--- src/rtl/spq_pkg.sv ---
`default_nettype none
// ---------------------------------------------------------------------------
// spq_pkg: shared types for the sorted priority queue
// Field widths, status and action codes, entry and cell control structs.
// ---------------------------------------------------------------------------
package spq_pkg;

    localparam int unsigned VALUE_W = 32;
    localparam int unsigned PRIO_W  = 16;
    localparam int unsigned OCC_W   = 4;

    typedef enum logic {
        ACT_INSERT = 1'b0,
        ACT_REMOVE = 1'b1
    } t_action;

    typedef enum logic [1:0] {
        ST_OK        = 2'd0,
        ST_OVERFLOW  = 2'd1,
        ST_UNDERFLOW = 2'd2
    } t_status;

    typedef struct packed {
        logic signed [VALUE_W-1:0] value;
        logic signed [PRIO_W-1:0]  prio;
    } t_entry;

    typedef struct packed {
        logic   insert;
        logic   remove;
        t_entry entry;
    } t_cell_ctl;

endpackage
`default_nettype wire

--- src/rtl/spq_if.sv ---
`default_nettype none
// ---------------------------------------------------------------------------
// spq_req_if / spq_rsp_if: request and response channels
// Valid/ready handshake; a request moves when valid and ready are both high.
// ---------------------------------------------------------------------------
interface spq_req_if import spq_pkg::*; ();
    logic                      valid;
    logic                      ready;
    t_action                   action;
    logic signed [VALUE_W-1:0] value_in;
    logic signed [PRIO_W-1:0]  priority_in;

    modport source (output valid, output action, output value_in, output priority_in,
                    input ready);
    modport sink   (input valid, input action, input value_in, input priority_in,
                    output ready);
endinterface

interface spq_rsp_if import spq_pkg::*; ();
    logic                      valid;
    logic                      ready;
    t_status                   status;
    logic signed [VALUE_W-1:0] value_out;
    logic [OCC_W-1:0]          occupancy;

    modport source (output valid, output status, output value_out, output occupancy,
                    input ready);
    modport sink   (input valid, input status, input value_out, input occupancy,
                    output ready);
endinterface
`default_nettype wire

--- src/rtl/spq_cell.sv ---
`default_nettype none
// ---------------------------------------------------------------------------
// spq_cell: one slot of the sorted chain
// Holds one entry; on insert keeps, shifts in from the left or takes the new
// entry; on remove shifts in from the right.
// ---------------------------------------------------------------------------
module spq_cell import spq_pkg::*; (
    input  wire logic      i_clk,
    input  wire t_cell_ctl i_ctl,
    input  wire logic      i_occ,
    input  wire t_entry    i_left,
    input  wire logic      i_left_occ,
    input  wire logic      i_left_keep,
    input  wire t_entry    i_right,
    output t_entry         o_entry,
    output logic           o_keep
);

    t_entry r_entry;
    t_entry n_entry;

    // Entry stays put when it sorts at or before the new one (ties keep order).
    assign o_keep  = i_occ && (r_entry.prio <= i_ctl.entry.prio);
    assign o_entry = r_entry;

    always_comb begin
        n_entry = r_entry;
        if (i_ctl.insert) begin
            if (o_keep) begin
                n_entry = r_entry;
            end else if (i_left_occ && !i_left_keep) begin
                n_entry = i_left;
            end else begin
                n_entry = i_ctl.entry;
            end
        end else if (i_ctl.remove) begin
            n_entry = i_right;
        end
    end

    always_ff @(posedge i_clk) begin
        r_entry <= n_entry;
    end

endmodule
`default_nettype wire

--- src/rtl/sorted_priority_queue_top.sv ---
`default_nettype none
// ---------------------------------------------------------------------------
// sorted_priority_queue_top: sorted array priority queue
// DEPTH value/priority pairs in a chain of cells, ascending priority number.
// ---------------------------------------------------------------------------
//  channel  | dir | fields
//  i_req    | in  | action, value_in, priority_in
//  o_rsp    | out | status, value_out, occupancy
//
//  One request per cycle: all cells compare and shift in the same cycle.
//  The response register is refilled while its contents are taken.
//  Synchronous reset empties the store; entry data is not cleared.
//  A stalled response holds back new requests only while it is not taken.
// ---------------------------------------------------------------------------
module sorted_priority_queue_top import spq_pkg::*; #(
    parameter int unsigned DEPTH = 8
) (
    input  wire logic i_clk,
    input  wire logic i_rst_n,
    spq_req_if.sink   i_req,
    spq_rsp_if.source o_rsp
);

    localparam int unsigned CNT_W = $clog2(DEPTH + 1);

    logic [CNT_W-1:0] r_count;
    logic [CNT_W-1:0] n_count;
    logic             r_out_valid;
    t_status          r_status;
    t_status          n_status;
    logic signed [VALUE_W-1:0] r_value;
    logic signed [VALUE_W-1:0] n_value;
    logic [OCC_W-1:0] r_occ;

    logic      w_accept;
    logic      w_full;
    logic      w_empty;
    t_cell_ctl w_ctl;
    t_entry    w_entry [DEPTH];
    logic      w_keep  [DEPTH];
    logic      w_occ   [DEPTH];

    assign i_req.ready = !r_out_valid || o_rsp.ready;
    assign w_accept    = i_req.valid && i_req.ready;
    assign w_full      = (r_count == CNT_W'(DEPTH));
    assign w_empty     = (r_count == '0);

    assign w_ctl.insert      = w_accept && (i_req.action == ACT_INSERT) && !w_full;
    assign w_ctl.remove      = w_accept && (i_req.action == ACT_REMOVE) && !w_empty;
    assign w_ctl.entry.value = i_req.value_in;
    assign w_ctl.entry.prio  = i_req.priority_in;

    for (genvar g = 0; g < DEPTH; g++) begin : g_cell
        assign w_occ[g] = (r_count > CNT_W'(g));
        if (g == 0) begin : g_head
            spq_cell u_cell (
                .i_clk       (i_clk),
                .i_ctl       (w_ctl),
                .i_occ       (w_occ[g]),
                .i_left      (w_entry[g]),
                .i_left_occ  (1'b0),
                .i_left_keep (1'b0),
                .i_right     (w_entry[(g + 1) % DEPTH]),
                .o_entry     (w_entry[g]),
                .o_keep      (w_keep[g])
            );
        end else begin : g_body
            spq_cell u_cell (
                .i_clk       (i_clk),
                .i_ctl       (w_ctl),
                .i_occ       (w_occ[g]),
                .i_left      (w_entry[g-1]),
                .i_left_occ  (w_occ[g-1]),
                .i_left_keep (w_keep[g-1]),
                .i_right     (w_entry[(g + 1) % DEPTH]),
                .o_entry     (w_entry[g]),
                .o_keep      (w_keep[g])
            );
        end
    end

    always_comb begin
        n_count  = r_count;
        n_status = ST_OK;
        n_value  = '0;
        if (i_req.action == ACT_INSERT) begin
            if (w_full) begin
                n_status = ST_OVERFLOW;
            end else begin
                n_count = r_count + CNT_W'(1);
            end
        end else begin
            if (w_empty) begin
                n_status = ST_UNDERFLOW;
            end else begin
                n_count = r_count - CNT_W'(1);
                n_value = w_entry[0].value;
            end
        end
    end

    always_ff @(posedge i_clk) begin
        if (!i_rst_n) begin
            r_count     <= '0;
            r_out_valid <= 1'b0;
        end else begin
            if (w_accept) begin
                r_count     <= n_count;
                r_out_valid <= 1'b1;
            end else if (o_rsp.ready) begin
                r_out_valid <= 1'b0;
            end
        end
    end

    always_ff @(posedge i_clk) begin
        if (w_accept) begin
            r_status <= n_status;
            r_value  <= n_value;
            r_occ    <= OCC_W'(n_count);
        end
    end

    assign o_rsp.valid     = r_out_valid;
    assign o_rsp.status    = r_status;
    assign o_rsp.value_out = r_value;
    assign o_rsp.occupancy = r_occ;

`ifndef SYNTHESIS
    a_count_bound: assert property (@(posedge i_clk) disable iff (!i_rst_n)
        r_count <= CNT_W'(DEPTH))
        else $error("entry count above depth");

    a_underflow: assert property (@(posedge i_clk) disable iff (!i_rst_n)
        w_accept && (i_req.action == ACT_REMOVE) && w_empty
        |=> r_status == ST_UNDERFLOW && r_count == '0)
        else $error("remove from empty store not reported");

    a_insert_grow: assert property (@(posedge i_clk) disable iff (!i_rst_n)
        w_ctl.insert |=> r_count == $past(r_count) + CNT_W'(1))
        else $error("insert did not grow the store");

    a_head_order: assert property (@(posedge i_clk) disable iff (!i_rst_n)
        (DEPTH > 1) && w_occ[(1 % DEPTH)] && (r_count > CNT_W'(1))
        |-> w_entry[0].prio <= w_entry[1 % DEPTH].prio)
        else $error("head entries out of order");
`endif

endmodule
`default_nettype wire
--- src/flat_wrapper.sv ---
// flat-port wrapper written by rule: the top's interface ports become plain ports
module sorted_priority_queue_top_flat import spq_pkg::*;
#(
    parameter int unsigned DEPTH = 8
)
  (i_clk, i_rst_n, i_req_valid, i_req_action, i_req_value_in, i_req_priority_in, i_req_ready, o_rsp_valid, o_rsp_status, o_rsp_value_out, o_rsp_occupancy, o_rsp_ready);
  spq_req_if i_req_i ();
  spq_rsp_if o_rsp_i ();
  input  wire logic i_clk;
  input  wire logic i_rst_n;
  input wire logic [$bits(i_req_i.valid)-1:0] i_req_valid;
  input wire logic [$bits(i_req_i.action)-1:0] i_req_action;
  input wire logic [$bits(i_req_i.value_in)-1:0] i_req_value_in;
  input wire logic [$bits(i_req_i.priority_in)-1:0] i_req_priority_in;
  output wire logic [$bits(i_req_i.ready)-1:0] i_req_ready;
  output wire logic [$bits(o_rsp_i.valid)-1:0] o_rsp_valid;
  output wire logic [$bits(o_rsp_i.status)-1:0] o_rsp_status;
  output wire logic [$bits(o_rsp_i.value_out)-1:0] o_rsp_value_out;
  output wire logic [$bits(o_rsp_i.occupancy)-1:0] o_rsp_occupancy;
  input wire logic [$bits(o_rsp_i.ready)-1:0] o_rsp_ready;
  assign i_req_i.valid = i_req_valid;
  assign i_req_i.action = i_req_action;
  assign i_req_i.value_in = i_req_value_in;
  assign i_req_i.priority_in = i_req_priority_in;
  assign i_req_ready = i_req_i.ready;
  assign o_rsp_valid = o_rsp_i.valid;
  assign o_rsp_status = o_rsp_i.status;
  assign o_rsp_value_out = o_rsp_i.value_out;
  assign o_rsp_occupancy = o_rsp_i.occupancy;
  assign o_rsp_i.ready = o_rsp_ready;
  sorted_priority_queue_top #(.DEPTH(DEPTH)) u_core (.i_clk(i_clk), .i_rst_n(i_rst_n), .i_req(i_req_i), .o_rsp(o_rsp_i));
endmodule
--- config.mk ---
export PLATFORM = sky130hd
export DESIGN_NAME = sorted_priority_queue_top_flat
export DESIGN_NICKNAME = d
export VERILOG_FILES = /design/src/rtl/spq_pkg.sv /design/src/rtl/spq_if.sv /design/src/rtl/spq_cell.sv /design/src/rtl/sorted_priority_queue_top.sv /design/src/flat_wrapper.sv
export SDC_FILE = /design/constraint.sdc
export NUM_CORES = 1
export LEC_CHECK = 0
export BUFFER_PORTS_ARGS = -buffer_cell sky130_fd_sc_hd__buf_2
export CORE_MARGIN = 2
export CORE_UTILIZATION = 59
export CTS_CLUSTER_DIAMETER = 60
export DETAILED_ROUTE_END_ITERATION = 16
export PLACE_DENSITY_LB_ADDON = 0.3
export SLEW_MARGIN = 5
export SYNTH_ARGS = -nofsm -noshare
export SYNTH_HDL_FRONTEND = slang
export SYNTH_HIERARCHICAL = 1
export SYNTH_SLANG_ARGS = --single-unit
--- constraint.sdc ---
create_clock -name i_clk -period 6.9 [get_ports i_clk]
set_input_delay 2.07 -clock i_clk [delete_from_list [all_inputs] [get_ports i_clk]]
set_output_delay 2.07 -clock i_clk [all_outputs]
set_load 0.1 [all_outputs]
==> flow_summary_export.csv, run 1 <==
group,metric,value,unit
outcome,outcome,"finished, final reports clean",
worst_setup_path,cp-end-kind,"flip-flop",
clock_tree,cts-root-buf,"clkbuf_16",
clock_tree,cts_setup_buffers,0,
pwr,pwr-share-comb,25.5,%
worst_setup_path,worst_path_max_delay_cell,"a21boi_0",
timing,setup_viol,0,
worst_setup_path,cp.arrival,5.78,ns
pwr,power.share.sequential,44.9,%
worst_setup_path,r2r_slack,2.78,ns
pwr,p_leak,12.7,nW
timing,rsz0062_at_grt,"no",
placement,port_buffers,92,
logic_synthesis,avgSynthCellArea,10.7,sq um
clock_tree,path_clk_slew,0.06,ns
logic_synthesis,syn-instance-count,2328,
timing,min_period,5.47,ns
route,avgRoutedWirePerCell,22.3,um
timing,worst_slack,1.43,ns
worst_setup_path,cp_cell_sequence,"buf_2 -> inv_1 -> ha_1 -> nand4_1 -> nor4_1 -> a21boi_0 -> o31ai_1 -> o21ba_2 -> nand2b_4 -> buf_12 -> mux2i_1 -> a21oi_1",
finish,syn_to_final_growth,9.60,%
worst_setup_path,reg2reg_to,"u_core/g_cell[4].g_body.u_cell/o_entry[4]",
worst_setup_path,r2r_cells,10,
global_route,grt_pass1_wl,100,mm
placement,gp_congestion,0.882,
logic_synthesis,synth_area,25000,sq um
timing,fin_crit_sh,79.3,%
route,num_vias,18500,
pwr,power.density,306,nW/um^2
finish,final_cell_mix,"edfxtp_1, a21oi_1, nor2_1",
timing,tightest_slew,1.24,ns
die,io_pins,93,
global_route,antenna_found_initial,2,
worst_setup_path,cp-endpoint,"u_core/g_cell[4].g_body.u_cell/o_entry[4]",
logic_synthesis,yosys_warnings,6,
worst_setup_path,crit_path_start,"i_req_priority_in[15]",
timing,fin_hold_ws,0.548,ns
worst_setup_path,worstSetupPathType,"in2reg",
finish,drive_gt1_share,9.42,%
die,dieWidth,210,um
clock_tree,clk_latency,0.61,ns
timing,skew,0.0220,ns
clock_tree,htreeDepth,2,
die,std_cell_rows,75,
pwr,ir_worst_vdd,251,uV
clock_tree,clock_path_buffers,3,
route,wl,65.2,mm
placement,place_ws,0.980,ns
timing,final_max_slew_viol_count,0,
die,die-area,44000,sq um
global_route,grt_usage,29.3,%
finish,nets,2534,
clock_tree,post_cts_resized,0,
global_route,grt_pass1_vias,17700,
global_route,grt_max_degree,303,
placement,hpwl,40.1,mm
job,max_cap_viol_count,0,
route,firstDrtPassIters,6,
worst_setup_path,r2r-start,"u_core/g_cell[3].g_body.u_cell/o_entry[15]",
pwr,clockPowerShare,29.6,%
worst_setup_path,cp_max_fo,26,
pwr,switching_power,2.78,mW
pwr,p_int,5.58,mW
worst_setup_path,cp.required,7.21,ns
timing,slew_headroom,17.3,%
worst_setup_path,crit_path_start_kind,"primary input",
timing,max_freq,183,MHz
timing,fin_tns_setup,0,ns
route,avgViaCountPerCell,6.32,
finish,stdcell_area,27400,sq um
finish,diodes,0,
die,initial_core_util,59.6,%
worst_setup_path,cp_slowest_stage_delay,0.54,ns
pwr,power_switching_share,33.3,%
route,drt_iter0_drc,1894,
die,chipHeight,210,um
global_route,grt.overflow.total,0,
route,final_antenna_net_count,0,
clock_tree,cts_tree,"built",
die,core_region_area,41900,sq um
finish,postLayoutCoreUtil,65.4,%
timing,hold_viol_final,0,
clock_tree,cts_hold_buf,0,
worst_hold_path,hold_class,"reg2reg",
clock_tree,cts_inserted_buffers,49,
clock_tree,cts.sinks,427,
finish,final_common_cell,"edfxtp_1",
placement,placed_area,25900,sq um
route,drc,0,
## routing by layer
layer  vias up  share of wire (%)  global-route usage (%)
met5         -              0.037                       0
li1       8543                  -                       -
met1      9050                 42                    40.7
met4         4                3.1                    11.1
met2       773                 47                    46.8
met3       134                7.7                    4.77
## state kept, by name, indices dropped and copies added (netlist names)
register / flops
u_core/o_rsp.status: 2
u_core/r_count: 4
u_core/o_rsp.occupancy: 4
u_core/g_cell.g_body.u_cell/o_entry: 336
u_core/o_rsp.value_out: 32
u_core/o_rsp.valid: 1
u_core/g_cell.g_head.u_cell/o_entry: 48
## power groups by stage
stage | registers, mW | clock network, mW | logic (mW)
final | 3.75 | 2.48 | 2.13
after CTS | 3.74 | 2.51 | 2.11
after global placement | 3.77 | 0 | 2.02
after detailed placement | 3.78 | 0 | 2.10
after global routing | 3.79 | 2.61 | 2.31
after floorplan | 3.84 | 0 | 1.35
## critical path: cells and delay by family
| kind | cells | cell delay (ns) |
|---|---|---|
| AO/OA/AOI/OAI | 4 | 1.05 |
| adder cells (fa/ha/maj) | 1 | 0.41 |
| buffers and inverters | 3 | 0.68 |
| multiplexers | 1 | 0.31 |
| AND/OR/NAND/NOR | 3 | 1.23 |
## metrics by stage
stage	power (mW)	instances
2_1_floorplan	5.19	2329
3_3_place_gp	5.80	2837
3_5_place_dp	5.89	2837
4_1_cts	8.36	2927
5_1_grt	8.71	2927
6_report	8.36	2927
## worst min path at each step
stage | from | end | slack (ns) | cells after the start
after floorplan | u_core/g_cell[7].g_body.u_cell/o_entry[47] | u_core/g_cell[6].g_body.u_cell/o_entry[47] | 0.54 | 2
after global placement | u_core/o_rsp.valid | u_core/o_rsp.valid | 0.51 | 2
after detailed placement | u_core/o_rsp.valid | u_core/o_rsp.valid | 0.54 | 2
after CTS | u_core/o_rsp.valid | u_core/o_rsp.valid | 0.55 | 2
after global routing | u_core/o_rsp.valid | u_core/o_rsp.valid | 0.58 | 2
final | u_core/o_rsp.valid | u_core/o_rsp.valid | 0.55 | 2
## final cells by class
class	count	area, sq um
clock buffer	65	1310
clock inverter	25	194
fill	3267	14500
inverter	147	552
multi-input combinational	1606	11000
sequential	427	12800
tap	539	674
timing repair buffer	118	806
Power figures use the tool's default switching activity.
==> inputs of run 2 (changes only) <==
==> constraint.sdc (replaced) <==
create_clock -name i_clk -period 5.2 [get_ports i_clk]
set_input_delay 1.56 -clock i_clk [delete_from_list [all_inputs] [get_ports i_clk]]
set_output_delay 1.56 -clock i_clk [all_outputs]
set_load 0.1 [all_outputs]
==> run 2 against run 1 <==
Against the previous run: via count barely moved; final cell count rose by 0.51%; wire length fell by 0.98%; non-clock buffer count rose by 21; clock power rose by 25%; critical path depth fell by 3; hold slack got worse by 0.018 ns; die area did not move; core utilization rose by 0.42 points; flip-flop and latch count did not move; sequential share of layout area fell by 0.29 points; sequential power rose by 33%; critical endpoint is now u_core/g_cell[2].g_body.u_cell/o_entry[20]; largest power group unchanged; highest routed layer unchanged.
==> flow_summary_export.csv, run 2 (synthesized netlist as in run 1, its figures left out) <==
group,metric,value,unit
timing,hold_viol_final,0,
job,max_cap_viol_count,0,
finish,largest_reg_flops,336,
clock_tree,clk_latency,0.59,ns
worst_hold_path,hold_class,"reg2reg",
route,firstDrtPassIters,5,
worst_setup_path,crit_path_start_kind,"primary input",
clock_tree,cts.sinks,427,
worst_setup_path,cp-endpoint,"u_core/g_cell[2].g_body.u_cell/o_entry[20]",
worst_setup_path,cp_cell_sequence,"buf_2 -> inv_1 -> ha_1 -> nand4_1 -> nor4_1 -> a21boi_0 -> a211oi_1 -> o211ai_4 -> buf_4",
route,num_vias,18500,
worst_setup_path,cp_slowest_stage_delay,1.00,ns
worst_setup_path,reg2reg_to,"u_core/g_cell[2].g_body.u_cell/o_entry[20]",
timing,final_max_slew_viol_count,0,
finish,final_common_cell,"edfxtp_1",
route,avgViaCountPerCell,6.29,
pwr,power.density,398,nW/um^2
route,wl,64.6,mm
clock_tree,path_clk_slew,0.06,ns
worst_setup_path,r2r_cells,7,
pwr,ir_worst_vdd,329,uV
placement,gp_congestion,0.885,
global_route,grt_pass1_wl,101,mm
placement,port_buffers,92,
clock_tree,cts_tree,"built",
pwr,p_leak,12.8,nW
timing,tightest_slew,1.22,ns
worst_setup_path,cp-end-kind,"flip-flop",
route,drt_iter0_drc,1703,
worst_setup_path,cp_max_fo,23,
die,chipHeight,210,um
timing,skew,0.0251,ns
outcome,outcome,"finished, final reports clean",
finish,final_cell_mix,"edfxtp_1, a21oi_1, nor2_1",
die,dieWidth,210,um
worst_setup_path,timing.critical_path.buf_inv,3,
global_route,grt.overflow.total,0,
clock_tree,cts_setup_buffers,0,
finish,nets,2553,
finish,stdcell_area,27500,sq um
worst_setup_path,r2r_slack,1.30,ns
die,std_cell_rows,75,
clock_tree,cts-root-buf,"clkbuf_16",
route,avgRoutedWirePerCell,22.0,um
clock_tree,htreeDepth,2,
finish,drive_gt1_share,9.86,%
route,final_antenna_net_count,0,
worst_setup_path,r2r-start,"u_core/g_cell[2].g_body.u_cell/o_entry[15]",
pwr,fin_total_pwr,11.0,mW
worst_setup_path,crit_path_start,"i_req_priority_in[15]",
clock_tree,post_cts_resized,0,
die,io_pins,93,
die,core_region_area,41900,sq um
global_route,grt_pass1_vias,18100,
timing,max_freq,209,MHz
worst_setup_path,crit_family,"compound AO/OA/AOI/OAI gates",
die,initial_core_util,59.6,%
finish,postLayoutCoreUtil,65.8,%
global_route,grt_usage,29.2,%
timing,setup_viol,0,
worst_setup_path,worstSetupPathType,"in2reg",
timing,rsz0062_at_grt,"no",
finish,diodes,0,
global_route,antenna_found_initial,3,
placement,placed_area,26200,sq um
finish,syn_to_final_growth,10.3,%
worst_setup_path,cp.arrival,5.07,ns
clock_tree,cts_inserted_buffers,47,
global_route,grt_max_degree,213,
timing,min_period,4.79,ns
worst_setup_path,worst_path_max_delay_cell,"o211ai_4",
worst_setup_path,worstSetupPathDepth,9,
timing,slew_headroom,18.4,%
worst_setup_path,cp.required,5.48,ns
placement,hpwl,41.1,mm
clock_tree,clock_path_buffers,3,
timing,fin_crit_sh,92.1,%
die,die-area,44000,sq um
route,drc,0,
clock_tree,cts_hold_buf,0,
[run 2: stage by stage]
step	hold slack, ns	std cells	setup WS, ns	setup TNS (ns)
floorplan	0.537	2329	0.173	0
finish	0.530	2942	0.409	0
global placement	0.492	2858	0.0141	0
detailed placement	0.526	2858	-0.0676	-0.699
global route	0.556	2942	0.268	0
CTS	0.533	2942	0.516	0
[run 2: worst min-delay path by stage]
stage          slack, ns                                    endpoint  depth (start not counted)                                       start
6_report            0.53                          u_core/o_rsp.valid                          2                          u_core/o_rsp.valid
5_1_grt             0.56                          u_core/o_rsp.valid                          2                          u_core/o_rsp.valid
4_1_cts             0.53                          u_core/o_rsp.valid                          2                          u_core/o_rsp.valid
3_5_place_dp        0.53                          u_core/o_rsp.valid                          2                          u_core/o_rsp.valid
3_3_place_gp        0.49                          u_core/o_rsp.valid                          2                          u_core/o_rsp.valid
2_1_floorplan       0.54  u_core/g_cell[6].g_body.u_cell/o_entry[47]                          2  u_core/g_cell[7].g_body.u_cell/o_entry[47]
[run 2: power breakdown]
| group | switching, mW | leakage (nW) | total (mW) | internal (mW) |
|---|---|---|---|---|
| sequential | 0.381 | 4.04 | 4.97 | 4.59 |
| combinational | 1.85 | 8.07 | 2.89 | 1.04 |
| clock | 1.40 | 0.671 | 3.09 | 1.69 |
[run 2: area by class of cell]
type                       instances  area, sq um
timing repair buffer             139         1100
multi-input combinational       1606        11100
inverter                         147          552
tap                              539          674
sequential                       427        12800
fill                            3183        14300
clock inverter                    25          134
clock buffer                      59         1240
[run 2: per-layer routing]
metal / track usage [%] / routed length [um] / up-vias
met5: 0 / 21 / -
met2: 47.6 / 30700 / 805
met3: 3.62 / 4930 / 145
li1: - / - / 8569
met1: 40.2 / 26700 / 8971
met4: 11.5 / 2250 / 4
[run 2: worst reg2reg max path, cell delays in order, from the launching register on]
cell      delay (ns)
edfxtp_1        0.43
ha_1            0.41
nand4_1         0.19
nor4_1          0.50
a21boi_0        0.54
a211oi_1        0.18
o211ai_4        1.00
buf_4           0.34
==> inputs of run 3 (changes only) <==
--- a/config.mk
+++ b/config.mk
@@ -7,7 +7,7 @@
 export LEC_CHECK = 0
 export BUFFER_PORTS_ARGS = -buffer_cell sky130_fd_sc_hd__buf_2
 export CORE_MARGIN = 2
-export CORE_UTILIZATION = 59
+export CORE_UTILIZATION = 54
 export CTS_CLUSTER_DIAMETER = 60
 export DETAILED_ROUTE_END_ITERATION = 16
 export PLACE_DENSITY_LB_ADDON = 0.3
==> run 3 against run 2 <==
Against the previous run: sequential share of layout area down 0.38 points; global-route usage down 1.7 points; register-to-register slack better by 0.09 ns; combinational power about the same; final area up 0.83%; setup slack better by 0.15 ns; fmax up 3.3%; count of clock-buffer cells in the layout up 5; clock skew up 0.0072 ns; first-iteration DRC count up 4.2%; clock power up 4%; wire length up 2.5%; critical endpoint is now u_core/g_cell[3].g_body.u_cell/o_entry[45]; largest power group unchanged.
==> flow_summary_export.csv, run 3 (synthesized netlist as in run 1, its figures left out) <==
group,metric,value,unit
finish,drive_gt1_share,10.0,%
global_route,antenna_found_initial,1,
pwr,power.density,400,nW/um^2
timing,setup_viol,0,
route,avgRoutedWirePerCell,21.9,um
clock_tree,clock_path_buffers,3,
clock_tree,cts_setup_buffers,0,
timing,min_period,4.64,ns
timing,slew_headroom,29.8,%
timing,final_max_slew_viol_count,0,
global_route,grt_max_degree,216,
die,die-area,48000,sq um
pwr,ir_worst_vdd,284,uV
finish,largest_reg_flops,336,
outcome,outcome,"finished, final reports clean",
die,core_region_area,45500,sq um
clock_tree,cts-root-buf,"clkbuf_16",
clock_tree,post_cts_resized,0,
clock_tree,cts_inserted_buffers,49,
timing,rsz0062_at_grt,"no",
worst_setup_path,cp_max_fo,16,
pwr,p_leak,12.9,nW
global_route,grt.overflow.total,0,
timing,max_freq,216,MHz
route,drc,0,
placement,hpwl,42.7,mm
worst_hold_path,hold_class,"reg2reg",
worst_setup_path,cp.arrival,4.91,ns
global_route,grt_pass1_wl,102,mm
finish,nFillCells,3767,
pwr,fin_total_pwr,11.1,mW
route,wl,66.2,mm
die,chipHeight,219,um
die,dieWidth,219,um
route,avgViaCountPerCell,6.13,
worst_setup_path,cp.required,5.47,ns
die,initial_core_util,54.9,%
timing,fin_hold_ws,0.528,ns
route,final_antenna_net_count,0,
route,firstDrtPassIters,5,
worst_setup_path,cp-end-kind,"flip-flop",
die,io_pins,93,
finish,nets,2561,
timing,skew,0.0323,ns
clock_tree,cts.sinks,427,
clock_tree,path_clk_slew,0.06,ns
timing,hold_viol_final,0,
placement,gp_congestion,0.900,
clock_tree,cts_hold_buf,0,
clock_tree,cts_tree,"built",
global_route,grt_usage,27.5,%
route,drt_iter0_drc,1775,
finish,postLayoutCoreUtil,61.0,%
timing,fin_tns_setup,0,ns
finish,syn_to_final_growth,11.2,%
clock_tree,htreeDepth,2,
worst_setup_path,crit_path_start_kind,"primary input",
route,num_vias,18500,
worst_setup_path,worstSetupPathType,"in2reg",
placement,port_buffers,92,
finish,multi_input_area,11100,sq um
job,max_cap_viol_count,0,
timing,tightest_slew,1.05,ns
timing,fin_crit_sh,89.2,%
finish,regArea,12800,sq um
finish,final_cell_mix,"edfxtp_1, a21oi_1, nor2_1",
clock_tree,clk_latency,0.60,ns
finish,final_common_cell,"edfxtp_1",
die,std_cell_rows,78,
global_route,grt_pass1_vias,18000,
==> run 3: changes by cell type in the layout (fill, tap and decap cells not counted), sizes merged <==
| cell | before | now |
|---|---|---|
| diode | 0 | 1 |
| clkbuf | 59 | 64 |
| buf | 139 | 145 |
| bufinv | 0 | 1 |
==> run 3: layout make-up <==
type                       count  area share [%]
inverter                     147            1.99
multi-input combinational   1606            39.8
clock inverter                26           0.627
sequential                   427            46.0
tap                          600            2.70
timing repair buffer         145            4.22
clock buffer                  64            4.62
antenna                        1         0.00902
==> run 3: power by group <==
| part | total [mW] | internal, mW | switching [mW] | leakage [nW] |
|---|---|---|---|---|
| Clock | 3.21 | 1.79 | 1.42 | 0.699 |
| Combinational | 2.91 | 1.04 | 1.87 | 8.11 |
| Sequential | 4.97 | 4.59 | 0.383 | 4.04 |
| Total | 11.1 | 7.42 | 3.67 | 12.9 |
==> run 3: worst paths after layout <==
kind	endpoint	slack [ns]	cells after the start	start
worst max-delay path	u_core/g_cell[3].g_body.u_cell/o_entry[45]	0.56	12	i_req_priority_in[15]
worst min-delay path	u_core/o_rsp.valid	0.53	2	u_core/o_rsp.valid
worst max register to register	u_core/g_cell[3].g_body.u_cell/o_entry[45]	1.39	10	u_core/g_cell[2].g_body.u_cell/o_entry[15]
worst min register to register	u_core/o_rsp.valid	0.53	2	u_core/o_rsp.valid
==> run 3: stage by stage <==
stage          setup WS [ns]  instances  instance area [sq um]
6_report               0.561       3016                  27800
5_1_grt                0.452       3016                  27800
4_1_cts                0.702       3015                  27800
3_5_place_dp           0.108       2925                  26300
3_3_place_gp           0.149       2925                  26300
2_1_floorplan          0.173       2329                  25000
==> run 3: layer usage <==
metal	vias to the layer above	wire length (um)	GRT usage [%]
li1	8602	-	-
met1	9076	28400	37.7
met2	666	31000	44.3
met3	138	4410	3.87
met4	0	2350	10.9
met5	-	0	0
==> run 3: critical path, cell delays in order <==
cell	delay (ns)
buf_2	0.28
inv_1	0.09
ha_1	0.39
nand4_1	0.18
nor4_1	0.49
a21boi_0	0.57
a211oi_1	0.20
o21ba_2	0.26
nand2b_4	0.32
buf_12	0.28
mux2i_1	0.16
a21oi_1	0.09
